==> config.mk <==
export PLATFORM = sky130hd
export DESIGN_NAME = single_wire_bus_frame_builder_core_flat
export DESIGN_NICKNAME = d
export VERILOG_FILES = /design/src/sv/swfb_pkg.sv /design/src/sv/swfb_if.sv /design/src/sv/swfb_encode.sv /design/src/sv/single_wire_bus_frame_builder_core.sv /design/src/flat_wrapper.sv
export SDC_FILE = /design/constraint.sdc
export NUM_CORES = 1
export LEC_CHECK = 0
export CAP_MARGIN = 20
export CORE_ASPECT_RATIO = 1.1
export CORE_MARGIN = 4
export CORE_UTILIZATION = 61
export DETAILED_ROUTE_END_ITERATION = 8
export DONT_BUFFER_PORTS = 1
export PLACE_DENSITY = 0.8
export SYNTH_ARGS = -nofsm -noshare
export SYNTH_HDL_FRONTEND = slang
export SYNTH_SLANG_ARGS = --single-unit
==> constraint.sdc <==
create_clock -name clk -period 1.86 [get_ports clk]
set_input_delay 0 -clock clk [delete_from_list [all_inputs] [get_ports clk]]
set_output_delay 0 -clock clk [all_outputs]
set_load 0.05 [all_outputs]
==> src/sv/swfb_pkg.sv <==
// shared types, constants and check functions for the single-wire bus frame builder
package swfb_pkg;

	localparam int unsigned DEV_W   = 4;
	localparam int unsigned CMD_W   = 3;
	localparam int unsigned ADDR_W  = 5;
	localparam int unsigned DATA_W  = 8;
	localparam int unsigned HCHK_W  = 5;
	localparam int unsigned DCHK_W  = 4;
	localparam int unsigned FRAME_W = 32;
	localparam int unsigned HDR_W   = DEV_W + CMD_W + ADDR_W;

	// command codes carried in the header
	localparam logic [CMD_W-1:0] CMD_READ  = 3'd2;
	localparam logic [CMD_W-1:0] CMD_WRITE = 3'd4;

	// mode codes of a request
	localparam logic MODE_READ  = 1'b0;
	localparam logic MODE_WRITE = 1'b1;

	// generator polynomials, top term implied
	localparam logic [HCHK_W-1:0] HDR_POLY  = 5'h05;
	localparam logic [DCHK_W-1:0] DATA_POLY = 4'h3;

	localparam logic [DEV_W-1:0] DEVICE_ID_RESET = 4'd6;

	typedef struct packed {
		logic              mode;
		logic [ADDR_W-1:0] addr;
		logic [DATA_W-1:0] wdata;
	} req_t;

	typedef struct packed {
		logic [FRAME_W-1:0] frame;
		logic [HCHK_W-1:0]  header_check;
		logic [DCHK_W-1:0]  data_check;
	} rsp_t;

	// header check: header * x^5 mod x^5 + x^2 + 1, msb first
	function automatic logic [HCHK_W-1:0] hdr_check(input logic [HDR_W-1:0] hdr);
		logic [HCHK_W-1:0] rem;
		logic              top;
		rem = '0;
		for (int i = HDR_W - 1; i >= 0; i--) begin
			top = rem[HCHK_W-1];
			rem = {rem[HCHK_W-2:0], 1'b0};
			if (top ^ hdr[i]) begin
				rem = rem ^ HDR_POLY;
			end
		end
		return rem;
	endfunction

	// data check: data * x^4 mod x^4 + x + 1, msb first
	function automatic logic [DCHK_W-1:0] data_check(input logic [DATA_W-1:0] data);
		logic [DCHK_W-1:0] rem;
		logic              top;
		rem = '0;
		for (int i = DATA_W - 1; i >= 0; i--) begin
			top = rem[DCHK_W-1];
			rem = {rem[DCHK_W-2:0], 1'b0};
			if (top ^ data[i]) begin
				rem = rem ^ DATA_POLY;
			end
		end
		return rem;
	endfunction

endpackage

==> src/sv/swfb_if.sv <==
// request, response and configuration channel interfaces
interface swfb_req_if;
	logic                             valid;
	logic                             ready;
	logic                             mode;
	logic [swfb_pkg::ADDR_W-1:0]      addr;
	logic [swfb_pkg::DATA_W-1:0]      wdata;

	modport source (output valid, output mode, output addr, output wdata,
		input ready);
	modport sink (input valid, input mode, input addr, input wdata,
		output ready);
endinterface

interface swfb_rsp_if;
	logic                             valid;
	logic                             ready;
	logic [swfb_pkg::FRAME_W-1:0]     frame;
	logic [swfb_pkg::HCHK_W-1:0]      header_check;
	logic [swfb_pkg::DCHK_W-1:0]      data_check;

	modport source (output valid, output frame, output header_check, output data_check,
		input ready);
	modport sink (input valid, input frame, input header_check, input data_check,
		output ready);
endinterface

interface swfb_cfg_if;
	logic                             valid;
	logic                             ready;
	logic [swfb_pkg::DEV_W-1:0]       data;

	modport source (output valid, output data, input ready);
	modport sink (input valid, input data, output ready);
endinterface

==> src/sv/swfb_encode.sv <==
// header assembly, check computation and frame packing
module swfb_encode (
	input  logic [swfb_pkg::DEV_W-1:0] device_id,
	input  swfb_pkg::req_t             req,
	output swfb_pkg::rsp_t             rsp
);

	logic [swfb_pkg::CMD_W-1:0]  cmd;
	logic [swfb_pkg::HDR_W-1:0]  hdr;
	logic [swfb_pkg::HCHK_W-1:0] hchk;
	logic [swfb_pkg::DCHK_W-1:0] dchk;
	logic                        is_write;

	// header fields
	assign is_write = (req.mode == swfb_pkg::MODE_WRITE);
	assign cmd      = is_write ? swfb_pkg::CMD_WRITE : swfb_pkg::CMD_READ;
	assign hdr      = {device_id, cmd, req.addr};

	// checks, data check zero on reads
	assign hchk = swfb_pkg::hdr_check(hdr);
	assign dchk = is_write ? swfb_pkg::data_check(req.wdata) : '0;

	// msb-first packing, tail zero-padded
	always_comb begin
		rsp.header_check = hchk;
		rsp.data_check   = dchk;
		if (is_write) begin
			rsp.frame = {hdr, hchk, req.wdata, dchk, 3'b000};
		end else begin
			rsp.frame = {hdr, hchk, 15'd0};
		end
	end

endmodule

==> src/sv/single_wire_bus_frame_builder_core.sv <==
// top level of the single-wire bus command frame builder
//
// channels: req takes one read or write request per beat (mode, addr,
// wdata); rsp delivers one packed frame per request with its header
// and data checks; cfg writes the 4-bit device id placed in every header.
// cfg is always ready and should only be written while no request is in
// flight.
// pipeline: two register stages sit between the channels (request register,
// then result register); a request accepted on req is captured in the request
// register, and its frame in the result register that drives rsp.
// throughput: one request per cycle, sustained while rsp is ready, set by the
// single pass of check and packing logic between the two registers.
// stall: when rsp is not ready the result register holds its beat; the
// request register can still fill, and req ready drops only when both
// stages are full.
// reset: arst_n clears both stage valids and restores device id 6.
module single_wire_bus_frame_builder_core (
	input  logic        clk,
	input  logic        arst_n,
	swfb_cfg_if.sink    cfg,
	swfb_req_if.sink    req,
	swfb_rsp_if.source  rsp
);

	logic [swfb_pkg::DEV_W-1:0] device_id_q;
	logic                       valid_s1;
	swfb_pkg::req_t             req_s1;
	logic                       valid_s2;
	swfb_pkg::rsp_t             rsp_s2;
	swfb_pkg::rsp_t             enc_rsp;
	logic                       adv_s2;
	logic                       take_s1;

	// configuration register
	assign cfg.ready = 1'b1;

	always_ff @(posedge clk or negedge arst_n) begin
		if (!arst_n) begin
			device_id_q <= swfb_pkg::DEVICE_ID_RESET;
		end else if (cfg.valid) begin
			device_id_q <= cfg.data;
		end
	end

	// stage flow control
	assign adv_s2    = !valid_s2 || rsp.ready;
	assign req.ready = !valid_s1 || adv_s2;
	assign take_s1   = req.valid && req.ready;

	always_ff @(posedge clk or negedge arst_n) begin
		if (!arst_n) begin
			valid_s1 <= 1'b0;
			valid_s2 <= 1'b0;
		end else begin
			if (take_s1) begin
				valid_s1 <= 1'b1;
			end else if (adv_s2) begin
				valid_s1 <= 1'b0;
			end
			if (adv_s2) begin
				valid_s2 <= valid_s1;
			end
		end
	end

	// request register
	always_ff @(posedge clk) begin
		if (take_s1) begin
			req_s1.mode  <= req.mode;
			req_s1.addr  <= req.addr;
			req_s1.wdata <= req.wdata;
		end
	end

	swfb_encode u_encode (
		.device_id (device_id_q),
		.req       (req_s1),
		.rsp       (enc_rsp)
	);

	// result register
	always_ff @(posedge clk) begin
		if (adv_s2 && valid_s1) begin
			rsp_s2 <= enc_rsp;
		end
	end

	assign rsp.valid        = valid_s2;
	assign rsp.frame        = rsp_s2.frame;
	assign rsp.header_check = rsp_s2.header_check;
	assign rsp.data_check   = rsp_s2.data_check;

endmodule

==> src/flat_wrapper.sv <==
// flat-port wrapper written by rule: the top's interface ports become plain ports
module single_wire_bus_frame_builder_core_flat 
  (clk, arst_n, cfg_valid, cfg_data, cfg_ready, req_valid, req_mode, req_addr, req_wdata, req_ready, rsp_valid, rsp_frame, rsp_header_check, rsp_data_check, rsp_ready);
  swfb_cfg_if cfg_i ();
  swfb_req_if req_i ();
  swfb_rsp_if rsp_i ();
  input  logic clk;
  input  logic arst_n;
  input wire logic [$bits(cfg_i.valid)-1:0] cfg_valid;
  input wire logic [$bits(cfg_i.data)-1:0] cfg_data;
  output wire logic [$bits(cfg_i.ready)-1:0] cfg_ready;
  input wire logic [$bits(req_i.valid)-1:0] req_valid;
  input wire logic [$bits(req_i.mode)-1:0] req_mode;
  input wire logic [$bits(req_i.addr)-1:0] req_addr;
  input wire logic [$bits(req_i.wdata)-1:0] req_wdata;
  output wire logic [$bits(req_i.ready)-1:0] req_ready;
  output wire logic [$bits(rsp_i.valid)-1:0] rsp_valid;
  output wire logic [$bits(rsp_i.frame)-1:0] rsp_frame;
  output wire logic [$bits(rsp_i.header_check)-1:0] rsp_header_check;
  output wire logic [$bits(rsp_i.data_check)-1:0] rsp_data_check;
  input wire logic [$bits(rsp_i.ready)-1:0] rsp_ready;
  assign cfg_i.valid = cfg_valid;
  assign cfg_i.data = cfg_data;
  assign cfg_ready = cfg_i.ready;
  assign req_i.valid = req_valid;
  assign req_i.mode = req_mode;
  assign req_i.addr = req_addr;
  assign req_i.wdata = req_wdata;
  assign req_ready = req_i.ready;
  assign rsp_valid = rsp_i.valid;
  assign rsp_frame = rsp_i.frame;
  assign rsp_header_check = rsp_i.header_check;
  assign rsp_data_check = rsp_i.data_check;
  assign rsp_i.ready = rsp_ready;
  single_wire_bus_frame_builder_core u_core (.clk(clk), .arst_n(arst_n), .cfg(cfg_i), .req(req_i), .rsp(rsp_i));
endmodule
==> results.md <==
- Clk buf depth: 2
- Top cell type's share of synthesized area: 0.6683
- CTS buffer count: 5
- Initial antenna violation count: 1
- Simple-gate share of the synthesized area: 0.06416
- DPL Wire Length: 2146 µm
- Yosys cell types: 18
- Crit path max fanout: 3
- Synth Area in Compound Gates: 0
- Die W: 63.50 µm
- Max VDD drop: 0.7312 mV
- Register area share after synthesis: 0.7421
- Status: completed
- Synthesized-area fraction occupied by xor and xnor cells: 0.1247
- Routed Antenna Nets: 0
- FF+latch count, synth: 52
- Final setup margin: 0.4009 ns
- Largest net degree at the start of global routing: 22
- Critical path launch point type: flip-flop
- Area growth syn-to-layout: 17.31%
- Hold WC Path Type: input port to flip-flop
- Worst Setup Path Type: flip-flop to flip-flop
- RSZ-0062 raised after global routing: no
- Post-CTS Setup Bufs: 0
- Die height: 69.05 µm
- Die area: 0.004385 mm²
- Min Tclk post-route: 1.459 ns
- Worst slack, placed: a little over 0.4 ns
- Synth area leader: edfxtp_1
- Vias in the first global route: 1046
- Via Count: 989
- Fin area: 0.002425 mm²
- Synthesized area per cell: 17.67 µm²
- Clk Latency, worst-skew pair: 0.35 ns
- Initial Util: 0.6556
- Final period utilization: 0.7845
- Clock-pin slew on the worst setup and hold paths: 0.14 ns
- Pwr dens: between 1000 and 1500 mW/mm²
- Setup crit end kind: flip-flop
- CTS tree: built
- Arrival @ worst endpoint: 1.68 ns
- Largest family of logic cells by synthesized area: XOR/XNOR gates
- CP Data Required Time: 2.08 ns
- Max-cap violations: 0
- Vias/cell: 5.317
- Placed cell areas: between 0.002 and 0.0025 mm²
- Post-Synthesis Cells: 117
- GRT Total Usage: 0.1728
- IO Pins: 67
- Final net count: between 150 and 200
- Layout cells sized above 1: 0.1656
- Largest cells by area after synthesis: edfxtp_1, xnor2_1, dfrtp_1
- Fmax: 685.4 MHz
- Synth warnings: 0
- Fin. Hold Viols: 0
- Post-Route Skew: about 0.0082 ns
- Final setup vio count: 0
- First DRT Iteration DRCs: 38
- Row count: 21
- Slew Viols, Final: 0
- Routed Wire Length: 3544 µm
- Mapped Area: 0.002067 mm²
- DRC errors left: 0
- Wirelength per Cell: 19.05 µm
- Placer Congestion: ~0.77
- Clk sinks: 52
- P_leak: around 0.0009 µW
- H-tree Lvls: 2
- Gr ovfl total: 0
- Core area: 0.003153 mm²
- I/O Buffers: 0
- Synth Area in Adders: 0
- First-pass GRT wire length: 5609 µm
- 1st-pass router iterations: 4
- Hold buffer count at CTS: 26
- Root Buffer: clkbuf_4
- Hold_ws: roughly 0.13 ns
- Mux share of post-synthesis cell area: 0.02179
- CTS resizes: 0
- Sum Neg Setup Slack: 0 ns
[cell usage after synthesis]
cell type,number
dfstp_2,2
clkinv_1,1
and2_1,10
buf_4,10
xnor3_1,3
nor3_1,2
dfrtp_1,4
nand3b_1,1
nand2b_1,3
edfxtp_1,46
and2_2,1
mux2_2,4
xor2_1,4
xnor2_1,15
nor2_1,7
buf_6,1
conb_1,2
xnor3_2,1
[critical path, cell delays in order (launching register included)]
cell	delay, ns
edfxtp_1	0.45
xnor3_2	0.43
xnor3_1	0.36
nor2_1	0.10
[path summary, 6_finish.rpt]
check | startpoint | endpoint | slack (ns) | cells after the start
worst max-delay path | u_core.req_s1[3] | u_core.rsp.frame[4] | 0.40 | 3
worst min-delay path | rsp_ready | u_core.valid_s1 | 0.13 | 3
worst max register to register | u_core.req_s1[3] | u_core.rsp.frame[4] | 0.40 | 3
worst min register to register | u_core.req_s1[9] | u_core.rsp.frame[21] | 0.49 | 0
max in group asynchronous | arst_n | u_core.device_id_q[1] | 1.06 | 2
min in group asynchronous | arst_n | u_core.device_id_q[0] | 0.53 | 2
[area by class of cell]
| class | instances | area (µm²) |
|---|---|---|
| Clock buffer | 5 | 37.54 |
| Multi-Input combinational cell | 56 | 457.9 |
| Inverter | 1 | 3.754 |
| Tap cell | 34 | 42.54 |
| Timing Repair Buffer | 34 | 332.8 |
| Antenna cell | 1 | 2.502 |
| Fill cell | 183 | 728.2 |
| Clock inverter | 3 | 13.76 |
| Sequential cell | 52 | 1534 |
[power breakdown]
group	total [µW]	switching (µW)	internal, µW	leakage, µW
Clock	463	324	140	0.0000324
Combinational	584	372	212	0.000354
Sequential	1690	252	1430	0.000512
[sequential cells by signal (all words and copies together) (netlist names)]
register,cells
u_core.rsp.frame,24
u_core.device_id_q,4
u_core.rsp.valid,1
u_core.valid_s1,1
u_core.rsp.data_check,4
u_core.req_s1,14
u_core.rsp.header_check,4
[cell families (layout without fill, tap and decap cells)]
family	count (synthesis)	in the layout
XOR/XNOR	23	23
other	2	6
buffers and inverters	12	43
AND/OR/NAND/NOR	24	24
multiplexers	4	4
flip-flops	52	52
[through the flow]
| step | utilization | power [µW] | instances |
|---|---|---|---|
| 5_1_grt | 0.7690 | 2839 | 186 |
| 3_3_place_gp | 0.6694 | 2226 | 151 |
| 4_1_cts | 0.7683 | 2740 | 185 |
| 2_1_floorplan | - | 2181 | 120 |
| 3_5_place_dp | 0.6694 | 2241 | 151 |
| 6_report | 0.7690 | 2734 | 186 |
[per-layer routing]
metal | vias to the layer above | part of all wire | track usage
met5 | - | 0 | 0
met4 | 0 | 0.023 | 0.07434
met3 | 10 | 0.058 | 0.06006
met2 | 43 | 0.54 | 0.2889
met1 | 476 | 0.38 | 0.2002
li1 | 460 | - | -
[layout by cell type (no fill, tap or decap)]
| master | n |
|---|---|
| edfxtp_1 | 46 |
| dlygate4sd3_1 | 26 |
| xnor2_1 | 15 |
| and2_1 | 8 |
| nor2_1 | 7 |
| buf_4 | 7 |
| conb_1 | 5 |
| clkbuf_4 | 5 |
| xor2_1 | 4 |
| mux2_2 | 4 |
| dfrtp_1 | 4 |
| xnor3_1 | 3 |
| nand2b_1 | 3 |
| clkinv_1 | 2 |
| and2_2 | 2 |
| nor3_1 | 2 |
| clkinv_2 | 2 |
| dfstp_2 | 2 |
| diode_2 | 1 |
| xnor3_2 | 1 |
| nand3b_1 | 1 |
| and2_4 | 1 |
| buf_12 | 1 |
No activity file was read; power rests on OpenSTA's default activity.
